**src/design/tbfe_pkg.sv**
```systemverilog
package tbfe_pkg;

  localparam int MAX_TETS   = 1024;
  localparam int MAX_VERTS  = 1024;
  localparam int VID_W      = 10;
  localparam int TET_AW     = $clog2(MAX_TETS);
  localparam int CNT_W      = TET_AW + 1;
  localparam int SVC_W      = $clog2(MAX_VERTS) + 1;
  localparam int VID_SPACE  = 1 << VID_W;
  localparam int FACE_SLOTS = 8 * MAX_TETS;
  localparam int FSLOT_W    = $clog2(FACE_SLOTS);
  localparam int KEY_W      = 3 * VID_W;

  typedef enum logic [1:0] {
    CMD_CLEAR = 2'd0,
    CMD_LOAD  = 2'd1,
    CMD_SCAN  = 2'd2,
    CMD_NOP   = 2'd3
  } cmd_t;

  localparam logic [1:0] STS_OK    = 2'd0;
  localparam logic [1:0] STS_FULL  = 2'd1;
  localparam logic [1:0] STS_EMPTY = 2'd2;

  // datapath operations issued by the controller
  typedef enum logic [3:0] {
    OP_NONE,
    OP_LATCH,
    OP_CLR_INIT,
    OP_CLR_STEP,
    OP_TET_WR,
    OP_TET_LAT,
    OP_KEY,
    OP_PNEXT,
    OP_PINS,
    OP_NEXT_FACE,
    OP_NEXT_ROT,
    OP_MAP_UPD,
    OP_PUSH,
    OP_FINAL,
    OP_ACK
  } dp_op_t;

  typedef struct packed {
    dp_op_t     op;
    logic [1:0] ack;
  } dp_cmd_t;

  typedef struct packed {
    cmd_t cmd;
    logic full;
    logic scan_empty;
    logic slot_empty;
    logic slot_hit;
    logic face_last;
    logic rot_last;
    logic corner_last;
    logic pend;
    logic out_busy;
    logic clr_done;
  } dp_sts_t;

  // corner k of outward face f
  function automatic logic [1:0] face_corner(input logic [1:0] f, input logic [1:0] k);
    logic [5:0] row;
    unique case (f)
      2'd0:    row = {2'd1, 2'd2, 2'd0};
      2'd1:    row = {2'd2, 2'd3, 2'd0};
      2'd2:    row = {2'd3, 2'd1, 2'd0};
      default: row = {2'd3, 2'd2, 2'd1};
    endcase
    unique case (k)
      2'd0:    return row[1:0];
      2'd1:    return row[3:2];
      default: return row[5:4];
    endcase
  endfunction

  // fold a face key into a home slot
  function automatic logic [FSLOT_W-1:0] face_home(input logic [KEY_W-1:0] key);
    logic [3*FSLOT_W-1:0] ext;
    ext = (3*FSLOT_W)'(key);
    return ext[FSLOT_W-1:0] ^ ext[2*FSLOT_W-1:FSLOT_W] ^ ext[3*FSLOT_W-1:2*FSLOT_W];
  endfunction

endpackage

```
**src/design/tbfe_ctrl.sv**
```systemverilog
module tbfe_ctrl import tbfe_pkg::*; (
  input  logic    clk,
  input  logic    rst_n,
  input  logic    in_valid,
  output logic    in_stall,
  input  dp_sts_t sts,
  output dp_cmd_t cmd
);

  typedef enum logic [12:0] {
    ST_RCLR = 13'b0000000000001,
    ST_IDLE = 13'b0000000000010,
    ST_DISP = 13'b0000000000100,
    ST_CCLR = 13'b0000000001000,
    ST_ACK  = 13'b0000000010000,
    ST_TRD  = 13'b0000000100000,
    ST_KEY  = 13'b0000001000000,
    ST_PRD  = 13'b0000010000000,
    ST_PCMP = 13'b0000100000000,
    ST_PUSH = 13'b0001000000000,
    ST_MRD  = 13'b0010000000000,
    ST_MUPD = 13'b0100000000000,
    ST_END  = 13'b1000000000000
  } state_t;

  state_t     state_r, state_nxt;
  logic [1:0] ack_r, ack_nxt;

  assign in_stall = (state_r != ST_IDLE);

  // next state and datapath command
  always_comb begin
    state_nxt = state_r;
    ack_nxt   = ack_r;
    cmd.op    = OP_NONE;
    cmd.ack   = ack_r;
    unique case (state_r)
      ST_RCLR: begin
        cmd.op = OP_CLR_STEP;
        if (sts.clr_done) state_nxt = ST_IDLE;
      end
      ST_IDLE: begin
        if (in_valid) begin
          cmd.op    = OP_LATCH;
          state_nxt = ST_DISP;
        end
      end
      ST_DISP: begin
        unique case (sts.cmd)
          CMD_CLEAR: begin
            cmd.op    = OP_CLR_INIT;
            ack_nxt   = STS_OK;
            state_nxt = ST_CCLR;
          end
          CMD_LOAD: begin
            if (sts.full) begin
              ack_nxt   = STS_FULL;
              state_nxt = ST_ACK;
            end else begin
              cmd.op    = OP_TET_WR;
              state_nxt = ST_KEY;
            end
          end
          CMD_SCAN: begin
            if (sts.scan_empty) begin
              ack_nxt   = STS_EMPTY;
              state_nxt = ST_ACK;
            end else begin
              state_nxt = ST_TRD;
            end
          end
          default: begin
            ack_nxt   = STS_OK;
            state_nxt = ST_ACK;
          end
        endcase
      end
      ST_CCLR: begin
        cmd.op = OP_CLR_STEP;
        if (sts.clr_done) state_nxt = ST_ACK;
      end
      ST_ACK: begin
        if (!sts.out_busy) begin
          cmd.op    = OP_ACK;
          state_nxt = ST_IDLE;
        end
      end
      ST_TRD: begin
        cmd.op    = OP_TET_LAT;
        state_nxt = ST_KEY;
      end
      ST_KEY: begin
        cmd.op    = OP_KEY;
        state_nxt = ST_PRD;
      end
      ST_PRD: state_nxt = ST_PCMP;
      ST_PCMP: begin
        if (sts.cmd == CMD_LOAD) begin
          // insert pass: stop at the key or at a free slot
          priority if (sts.slot_empty) begin
            cmd.op    = OP_PINS;
            ack_nxt   = STS_OK;
            state_nxt = sts.face_last ? ST_ACK : ST_KEY;
          end else if (sts.slot_hit) begin
            cmd.op    = OP_NEXT_FACE;
            ack_nxt   = STS_OK;
            state_nxt = sts.face_last ? ST_ACK : ST_KEY;
          end else begin
            cmd.op    = OP_PNEXT;
            state_nxt = ST_PRD;
          end
        end else begin
          // lookup pass: any rotation present means an inner face
          priority if (sts.slot_empty) begin
            if (sts.rot_last) begin
              state_nxt = ST_PUSH;
            end else begin
              cmd.op    = OP_NEXT_ROT;
              state_nxt = ST_KEY;
            end
          end else if (sts.slot_hit) begin
            cmd.op    = OP_NEXT_FACE;
            state_nxt = sts.face_last ? ST_END : ST_KEY;
          end else begin
            cmd.op    = OP_PNEXT;
            state_nxt = ST_PRD;
          end
        end
      end
      ST_PUSH: begin
        // send the held face out before building the next one
        if (!sts.out_busy) begin
          if (sts.pend) cmd.op = OP_PUSH;
          else          state_nxt = ST_MRD;
        end
      end
      ST_MRD: state_nxt = ST_MUPD;
      ST_MUPD: begin
        cmd.op = OP_MAP_UPD;
        if (sts.corner_last) state_nxt = sts.face_last ? ST_END : ST_KEY;
        else                 state_nxt = ST_MRD;
      end
      ST_END: begin
        if (!sts.out_busy) begin
          cmd.op    = sts.pend ? OP_FINAL : OP_ACK;
          cmd.ack   = STS_OK;
          state_nxt = ST_IDLE;
        end
      end
      default: state_nxt = ST_RCLR;
    endcase
  end

  always_ff @(posedge clk) begin
    if (!rst_n) begin
      state_r <= ST_RCLR;
      ack_r   <= STS_OK;
    end else begin
      state_r <= state_nxt;
      ack_r   <= ack_nxt;
    end
  end

endmodule

```
**config.mk**
```make
export PLATFORM = sky130hd
export DESIGN_NAME = tbfe_ctrl
export DESIGN_NICKNAME = d
export VERILOG_FILES = /design/src/design/tbfe_pkg.sv /design/src/design/tbfe_ctrl.sv
export SDC_FILE = /design/constraint.sdc
export NUM_CORES = 1
export LEC_CHECK = 0
export BUFFER_PORTS_ARGS = -buffer_cell sky130_fd_sc_hd__buf_4
export CAP_MARGIN = 20
export CORE_MARGIN = 3
export CORE_UTILIZATION = 45
export DETAILED_ROUTE_END_ITERATION = 10
export GPL_ROUTABILITY_DRIVEN = 0
export GPL_TIMING_DRIVEN = 0
export PLACE_DENSITY = 0.68
export SYNTH_ARGS = -nofsm -noshare
export SYNTH_HDL_FRONTEND = slang
export SYNTH_SLANG_ARGS = --single-unit
```
**constraint.sdc**
```tcl
create_clock -name clk -period 2.11 [get_ports clk]
set_input_delay 0.211 -clock clk [delete_from_list [all_inputs] [get_ports clk]]
set_output_delay 0.211 -clock clk [all_outputs]
set_load 0.05 [all_outputs]
```
==> impl_metrics.csv, run 1 <==
group,metric,value,unit
outcome,status,"finished, violations left",
outcome,failed_checks,"setup timing",
min_path,hold_depth,2,
sta,finalHoldViolations,0,
routing,drc,0,
worst_setup_path,cp.required,1.90,ns
sta,fin_crit,2.51,ns
logic_synthesis,synthFlopType,"dfxtp_1",
logic_synthesis,synth_top_family_by_area,"simple AND/OR/NAND/NOR gates",
grt,grt_pass1_wl,7110,um
power,p_total,1.33,mW
worst_setup_path,cp_max_fo,8,
placed_design,port_buffers,20,
worst_setup_path,end_kind,"primary output",
logic_synthesis,syn_area_per_cell,7.63,sq um
grt,grt_pass1_vias,1479,
die,core,0.00281,sq mm
cells_and_area,drive_gt1_share,36.5,%
grt,globalRouteOverflowTotal,0,
logic_synthesis,ys_seq_area_share,22.1,%
logic_synthesis,synth-compound-area-share,16.4,%
logic_synthesis,synth_xor_area_share,4.51,%
logic_synthesis,synth-edff-count,0,
routing,num_vias,1599,
clock_network,cts_tree,"yes",
min_path,min_from,"sts[8]",
clock_network,clock_tree.buffer_depth,2,
worst_setup_path,cp.arrival,2.30,ns
logic_synthesis,syn_nets,193,
routing,routed_wirelength,4380,um
sta,drv_slew,0,
sta,relSlewSlack,72.0,%
logic_synthesis,netlist_instances,178,
die,ioPinCount,22,
power,peakVddDrop,559,uV
clock_network,cts_made_buffers,3,
worst_setup_path,worstReg2RegStart,"state_r[1]$_SDFFE_PN0P_",
min_path,hold_path.class,"in -> reg",
die,rows,19,
logic_synthesis,yosysUniqueCellTypes,54,
cells_and_area,n_antenna_cell,0,
clock_network,htreeDepth,1,
worst_setup_path,setup.worst_path.start_class,"register",
logic_synthesis,yosysWarnings,0,
routing,viasPerCell,6.69,
logic_synthesis,synth_top_area_share,22.1,%
worst_setup_path,reg2regPathDepth,7,
clock_network,clk_pin_slew_worst_paths,0.09,ns
logic_synthesis,synthAdderAreaFrac,0,%
grt,grt_max_degree,11,
logic_synthesis,yosys.area_share.simple,49.0,%
power,power.leakage,0.692,nW
logic_synthesis,ys_ff_latch,15,
sta,tns,-1.27,ns
die,start_util,48.4,%
worst_setup_path,critPathLaunch,"state_r[12]$_SDFFE_PN0P_",
sta,rsz0062_at_grt,"true",
power,powerDensity,743,mW/mm^2
logic_synthesis,yosys.area.top_type,"dfxtp_1",
routing,ant_nets,0,
logic_synthesis,synthArstFlopShare,0,%
cells_and_area,area_growth,32.0,%
grt,grt_usage,25.5,%
worst_setup_path,crit_type,"reg -> out",
logic_synthesis,netlist_area,0.00136,sq mm
clock_network,clockRootBuffer,"clkbuf_4",
clock_network,insertion_delay,0.29,ns
sta,max_freq,398,MHz
cells_and_area,nets,224,
logic_synthesis,synthTopCellsByArea,"dfxtp_1 (22%), nor3_1 (5.2%), nor2_1 (4.1%)",
sta,skew,0.00143,ns
sta,setup_violations,7,
die,die_w,61.0,um
die,die_height,61.0,um
routing,drt_iter0_drc,106,
sta,worst_pin_slew,0.420,ns
clock_network,cts_sinks,15,
grt,antenna_found_initial,0,
die,dieArea,0.00371,sq mm
sta,fin_crit_sh,119,%
logic_synthesis,synth_mux_area_share,1.47,%
sta,setup_slack,-0.404,ns
routing,wl_per_cell,18.3,um
routing,drt_first_pass_iters,5,
job,maxCapViolations,0,
placed_design,place_hpwl,3180,um
final timing paths:
| check | to | slack, ns |
|---|---|---|
| max reg2reg | state_r[1]$_SDFFE_PN0P_ | 0 |
| max | cmd[4] | -0.40 |
| min | state_r[5]$_SDFFE_PN0P_ | 0.22 |
| min reg2reg | ack_r[0]$_SDFFE_PN0P_ | 0.45 |
power by group:
part           leakage [nW]  switching [mW]  internal, mW
sequential            0.124          0.0147         0.313
combinational         0.553           0.473         0.358
clock                0.0150           0.100        0.0737
layer usage:
metal | up-vias | GRT usage [%] | wire [um]
met5 | - | 0 | 0
met2 | 89 | 40.0 | 2050
met3 | 16 | 3.62 | 377
met1 | 751 | 34.6 | 1840
met4 | 0 | 11.1 | 112
li1 | 743 | - | -
area by class of cell:
| class | instances | area, sq um |
|---|---|---|
| multi-input combinational | 146 | 1080 |
| fill | 258 | 1010 |
| sequential | 15 | 312 |
| timing repair buffer | 30 | 244 |
| buffer | 11 | 80.1 |
| tap | 31 | 38.8 |
| clock buffer | 4 | 26.3 |
| inverter | 2 | 7.51 |
stage by stage:
stage               util (%)  std cells  cell area [sq um]  hold slack [ns]  worst slack, ns
floorplan                  -        178               1370            0.389           -0.213
detailed placement      55.6        229               1560            0.443           -0.319
global route            63.9        239               1790            0.227           -0.443
CTS                     62.8        239               1760            0.227           -0.386
global placement        55.6        229               1560            0.439           -0.317
finish                  63.9        239               1790            0.224           -0.404
state kept, by name, summed over array words and instances, names as in the netlist:
signal,flops
state_r,13
ack_r,2
placed cells by master, fill, tap and decap left out, drive strengths merged, types with 2 or more instances in the layout:
cell,count
or3,3
nor2,15
xor2,4
buf,35
nor3b,4
nor2b,5
or4b,3
nor4b,5
nand3,5
clkbuf,10
nand2b,3
nor3,14
o32ai,3
o22a,2
a2bb2oi,2
mux2i,2
or4,5
a21oi,8
xnor2,3
nand2,13
nand3b,5
dfxtp,15
o21ai,8
and2,3
nor4,8
or2,2
and4,3
nand4,4
kinds of logic (layout without fill, tap and decap cells):
logic type      Yosys count  after routing
buf+inv                  17             47
xor+xnor                  7              7
compound gates           33             33
simple gates            104            104
flops                    15             15
mux                       2              2
worst max-delay path, cell delays in order (launching register included):
cell and delay [ns]:
dfxtp_2 0.39, or4_4 0.54, or3_4 0.39, nor4b_4 0.33, nor3_2 0.08, nand3b_1 0.11, buf_6 0.17
cells in the mapped netlist, types with 3 or more instances:
master and instances:
nand3_1 5, nor3_1 14, nor4_1 6, nand3b_1 5, dfxtp_1 15, o32ai_1 3
or4_1 3, nor4b_1 4, o21ai_0 8, xor2_1 4, nand2b_1 3, nor3b_1 4
a21oi_1 8, and4_1 3, clkbuf_1 8, nor2_1 15, and2_1 3, nand4_1 4
xnor2_1 3, nand2_1 13, nor2b_1 5
what timing repair did:
action	CTS	global route
endpoints found under the setup margin	11	14
gates resized for setup	36	8
setup buffers	10	0
pin swaps	11	2
hold buffers	0	0
endpoints found under the hold margin	0	0
Note: power is estimated with default switching activity, not from simulation.
==> run 2, diff against run 1 <==
- PLACE_DENSITY: 0.68 -> 0.66
- clock period: 2.11 -> 2.8 ns (I/O delays scaled with it)
==> impl_metrics.csv, run 2 (synthesis results as in run 1) <==
group,metric,value,unit
sta,worst_pin_slew,0.475,ns
grt,globalRouteOverflowTotal,0,
power,p_seq_share,25.8,%
routing,ant_nets,0,
grt,antenna_found_initial,0,
sta,fin_crit,2.72,ns
grt,use_met3,3.83,%
worst_setup_path,reg2regPathDepth,7,
sta,rsz0062_at_grt,"false",
worst_setup_path,critical_path.most_common_cell,"buf_6",
min_path,hold_path.class,"in -> reg",
routing,viasPerCell,6.70,
power,peakVddDrop,293,uV
worst_setup_path,r2r_slack,0.67,ns
clock_network,clockRootBuffer,"clkbuf_4",
power,clkPwrFrac,13.8,%
grt,busiest_layer,"met2",
cells_and_area,n_antenna_cell,0,
routing,wl_per_cell,17.2,um
clock_network,clk_pin_slew_worst_paths,0.09,ns
worst_setup_path,critical_path.max_stage_delay,0.58,ns
power,power.leakage,0.618,nW
job,maxCapViolations,0,
grt,grt_max_degree,11,
clock_network,cts_made_buffers,3,
power,p_comb_share,60.3,%
placed_design,place_hpwl,2980,um
sta,tns,0,ns
placed_design,dpl_worst_slack,0.327,ns
grt,grt_pass1_wl,6400,um
worst_setup_path,worstReg2RegStart,"state_r[10]$_SDFFE_PN0P_",
worst_setup_path,path_delay_family,"simple AND/OR/NAND/NOR gates",
worst_setup_path,regToRegEndpoint,"state_r[4]$_SDFFE_PN0P_",
sta,skew,0.00720,ns
worst_setup_path,setup.worst_path.start_class,"register",
die,ioPinCount,22,
worst_setup_path,cp.buffers_inverters,2,
sta,drv_slew,0,
sta,setup_slack,0.0846,ns
placed_design,postPlaceCellArea,0.00155,sq mm
die,dieArea,0.00371,sq mm
power,powerDensity,566,mW/mm^2
clock_network,cts_sinks,15,
sta,fin_crit_sh,97.0,%
sta,finalHoldViolations,0,
placed_design,port_buffers,20,
routing,routed_wirelength,4030,um
routing,drc,0,
clock_network,htreeDepth,1,
cells_and_area,area_growth,19.9,%
die,die_height,61.0,um
clock_network,cts_tree,"yes",
power,swShare,44.5,%
routing,drt_first_pass_iters,4,
worst_setup_path,slowest_stage,"or4_4",
cells_and_area,biggestRegsByFlops,"state_r (13), ack_r (2)",
power,switching_power,411,uW
clock_network,cts_hold_buf,0,
worst_setup_path,cp.required,2.52,ns
sta,relSlewSlack,68.0,%
worst_setup_path,cp.arrival,2.44,ns
grt,use_met1,31.0,%
worst_setup_path,cp_max_fo,10,
cells_and_area,finish.instance_area,0.00163,sq mm
cells_and_area,final_common_cell,"buf_4",
min_path,hold_depth,2,
cells_and_area,layout_common_cells,"buf_4 (23), nor2_1 (15), dfxtp_1 (15), nor3_1 (13), nand2_1 (13)",
min_path,min_from,"sts[8]",
grt,grt_util_met2,36.2,%
sta,timing.hold.ws,0.298,ns
power,p_total,922,uW
worst_setup_path,crit_chain,"buf_6 -> or4_4 -> or3_4 -> nor4b_4 -> nor3_1 -> nand3b_1 -> buf_6",
grt,grt_pass1_vias,1346,
sta,setup_violations,0,
clock_network,insertion_delay,0.29,ns
cells_and_area,largest_reg_flops,13,
die,rows,19,
outcome,status,"complete, no violations",
cells_and_area,nets,219,
cells_and_area,largest-register,"state_r",
min_path,hold_end,"state_r[5]$_SDFFE_PN0P_",
die,start_util,48.4,%
clock_network,clock_tree.buffer_depth,2,
die,die_w,61.0,um
routing,num_vias,1567,
power,p_int,512,uW
cells_and_area,drive_gt1_share,22.7,%
worst_setup_path,crit_type,"reg -> out",
grt,grt_usage,23.0,%
worst_setup_path,end_kind,"primary output",
sta,max_freq,368,MHz
die,core,0.00281,sq mm
routing,drt_iter0_drc,85,
==> run 2: cell count changes in the layout (fill, tap and decap cells not counted), sizes merged <==
cell,before,now
clkbuf,10,11
buf,35,29
==> run 2: timing repair <==
item / in CTS / in global routing
buffers inserted: 0 / 3
cloned: 0 / 0
resized for setup: 2 / 9
endpoints found under the setup margin: 2 / 4
pin swaps: 0 / 2
==> run 2: layout make-up <==
| cell class | count | area [sq um] |
|---|---|---|
| buffer | 13 | 76.3 |
| clock buffer | 4 | 26.3 |
| fill | 252 | 1180 |
| inverter | 2 | 7.51 |
| multi-input combinational | 146 | 1000 |
| sequential | 15 | 300 |
| tap | 31 | 38.8 |
| timing repair buffer | 23 | 180 |
==> run 2: worst max path at each step <==
stage / endpoint / cells after the start / slack, ns / from
floorplan: cmd[4] / 6 / 0.40 / state_r[10]$_SDFFE_PN0P_
global placement: cmd[3] / 8 / 0.29 / state_r[7]$_SDFFE_PN0P_
detailed placement: cmd[3] / 8 / 0.33 / state_r[0]$_SDFFE_PN1P_
CTS: cmd[3] / 7 / 0.02 / state_r[12]$_SDFFE_PN0P_
global route: cmd[4] / 7 / 0.0002 / state_r[10]$_SDFFE_PN0P_
finish: cmd[4] / 7 / 0.08 / state_r[10]$_SDFFE_PN0P_
==> run 2: stage by stage <==
| step | util (%) | instances |
|---|---|---|
| 2_1_floorplan | - | 178 |
| 5_1_grt | 58.1 | 234 |
| 6_report | 58.1 | 234 |
| 3_3_place_gp | 55.2 | 229 |
| 4_1_cts | 56.6 | 233 |
| 3_5_place_dp | 55.2 | 229 |
==> run 2: power by group through the flow <==
stage | Combinational (mW) | Clock [mW] | Sequential (mW)
2_1_floorplan | 0.393 | 0 | 0.241
3_3_place_gp | 0.525 | 0 | 0.242
3_5_place_dp | 0.522 | 0 | 0.244
4_1_cts | 0.527 | 0.131 | 0.239
5_1_grt | 0.587 | 0.141 | 0.240
6_report | 0.556 | 0.128 | 0.238
==> run 2: worst reg2reg max path, stage by stage, from the launching register on <==
cell and delay (ns):
dfxtp_1 0.31, buf_6 0.13, or4_1 0.59, or3_1 0.39, a21oi_1 0.21, or2_1 0.13, buf_4 0.14, mux2i_1 0.17
==> run 2: layer usage <==
| metal | wire length (um) | part of all wire, % |
|---|---|---|
| met2 | 1790 | 44 |
| met4 | 95 | 2.4 |
| met5 | 0 | 0 |
| met1 | 1830 | 45 |
| met3 | 313 | 7.8 |
==> run 3, diff against run 2 <==
- ABC_AREA: unset -> 1
- RECOVER_POWER: unset -> 25
==> impl_metrics.csv, run 3 <==
group,metric,value,unit
cells_and_area,biggestRegsByFlops,"state_r (13), ack_r (2)",
sta,finalHoldViolations,0,
routing,ant_nets,0,
cells_and_area,largest_reg_flops,13,
power,peakVddDrop,335,uV
grt,grt_pass1_wl,5470,um
logic_synthesis,ys_ff_latch,15,
grt,grt_usage,20.1,%
routing,num_vias,1421,
sta,tns,0,ns
cells_and_area,n_antenna_cell,0,
clock_network,insertion_delay,0.28,ns
die,die_height,60.0,um
die,dieArea,0.00360,sq mm
cells_and_area,nets,258,
worst_setup_path,cp.required,2.52,ns
logic_synthesis,synth_common_cells,"nand2_1 (46), nor2_1 (45), inv_1 (29)",
cells_and_area,largest-register,"state_r",
clock_network,htreeDepth,1,
grt,grt_pass1_vias,1329,
worst_setup_path,crit_type,"reg -> out",
worst_setup_path,cp.arrival,2.00,ns
sta,setup_slack,0.517,ns
logic_synthesis,synth-edff-count,0,
grt,antenna_found_initial,0,
routing,dr_wl_met3,226,um
routing,drt_iter0_drc,80,
worst_setup_path,cp_max_fo,9,
logic_synthesis,synthFlopType,"dfxtp_1",
logic_synthesis,ys_seq_area_share,22.9,%
placed_design,postPlaceCellArea,0.00151,sq mm
logic_synthesis,yosys.area.top_type,"dfxtp_1",
die,core,0.00261,sq mm
die,start_util,50.2,%
sta,setup_violations,0,
power,power.leakage,0.816,nW
worst_setup_path,end_kind,"primary output",
logic_synthesis,synth_top_area_share,22.9,%
routing,routed-wl-met2,1430,um
clock_network,cts_tree,"yes",
sta,fin_crit_sh,81.5,%
routing,routed_wirelength,3270,um
sta,fin_crit,2.28,ns
grt,globalRouteOverflowTotal,0,
logic_synthesis,yosysUniqueCellTypes,26,
routing,highest_layer,"met4",
logic_synthesis,syn_nets,232,
min_path,hold_path.class,"in -> reg",
cells_and_area,layout_common_cells,"nor2_1 (47), nand2_1 (47), inv_1 (29), buf_4 (21), nand3_1 (19)",
clock_network,clk_pin_slew_worst_paths,0.09,ns
routing,wl_met1,1590,um
logic_synthesis,yosysMostFrequentCell,"nand2_1",
power,powerDensity,462,mW/mm^2
placed_design,dpl_worst_slack,1.00,ns
job,maxCapViolations,0,
sta,relSlewSlack,66.7,%
routing,drt_first_pass_iters,4,
cells_and_area,finish.instance_area,0.00152,sq mm
clock_network,clock_tree.buffer_depth,2,
clock_network,clockRootBuffer,"clkbuf_4",
sta,worst_pin_slew,0.500,ns
cells_and_area,area_growth,15.9,%
placed_design,place_hpwl,2780,um
clock_network,cts_sinks,15,
placed_design,port_buffers,21,
cells_and_area,drive_gt1_share,21.5,%
die,ioPinCount,22,
sta,skew,0.00766,ns
clock_network,cts_resized,0,
sta,drv_slew,0,
cells_and_area,fin_util,58.2,%
clock_network,cts_hold_buf,0,
clock_network,postCtsSetupBuffers,0,
logic_synthesis,synthTopCellsByArea,"dfxtp_1 (23%), nand2_1 (13%), nor2_1 (13%)",
sta,max_freq,438,MHz
logic_synthesis,synthArstFlopShare,0,%
logic_synthesis,syn_area_per_cell,6.04,sq um
outcome,status,"complete, no violations",
routing,wl_per_cell,12.0,um
routing,drc,0,
logic_synthesis,yosysWarnings,0,
routing,viasPerCell,5.22,
grt,grt_max_degree,11,
logic_synthesis,netlist_area,0.00131,sq mm
clock_network,cts_made_buffers,3,
die,rows,18,
die,die_w,60.0,um
logic_synthesis,netlist_instances,217,
sta,rsz0062_at_grt,"false",
worst_setup_path,setup.worst_path.start_class,"register",
==> run 3: worst paths after layout <==
kind / start / endpoint / slack [ns] / cells past startpoint
setup / recovery: state_r[0]$_SDFFE_PN1P_ / cmd[2] / 0.52 / 8
hold / removal: rst_n / state_r[0]$_SDFFE_PN1P_ / 0.23 / 2
setup reg to reg: state_r[0]$_SDFFE_PN1P_ / state_r[12]$_SDFFE_PN0P_ / 1.12 / 9
hold reg to reg: state_r[3]$_SDFFE_PN0P_ / state_r[3]$_SDFFE_PN0P_ / 0.50 / 2
==> run 3: per-stage QoR <==
step                      instances  total power, mW  hold slack, ns
after floorplan                 217            0.498           0.364
after global placement          268            0.590           0.481
after detailed placement        268            0.595           0.496
after CTS                       272            0.720           0.220
after global routing            272            0.749           0.211
final                           272            0.703           0.228
==> run 3: kinds of logic after synthesis <==
logic type | synth area share [%]
buf+inv | 10.3
flops | 22.9
simple gates | 56.9
compound gates | 9.92
==> run 3: final cells by class <==
type,count,area (sq um)
clock buffer,4,26.3
buffer,2,15.0
timing repair buffer,21,158
inverter,32,120
tap,30,37.5
fill,287,1090
multi-input combinational,168,863
sequential,15,300
==> run 3: worst max-delay path, stage by stage, from the launching register on <==
cell	delay [ns]
dfxtp_1	0.33
nor2_1	0.21
nand2_1	0.24
nor2_8	0.22
nand2_4	0.12
o21ai_0	0.24
nor2_1	0.09
nand4_1	0.08
buf_4	0.20
==> run 3: per-layer routing <==
| layer | up-vias | GRT usage [%] |
|---|---|---|
| li1 | 746 | - |
| met1 | 631 | 27.8 |
| met2 | 40 | 31.2 |
| met3 | 4 | 2.81 |
| met4 | 0 | 7.91 |
| met5 | - | 0 |
==> run 3: power by group <==
| part | internal [mW] | switching (mW) |
|---|---|---|
| registers | 0.226 | 0.00852 |
| clock network | 0.0552 | 0.0666 |
| logic | 0.107 | 0.239 |
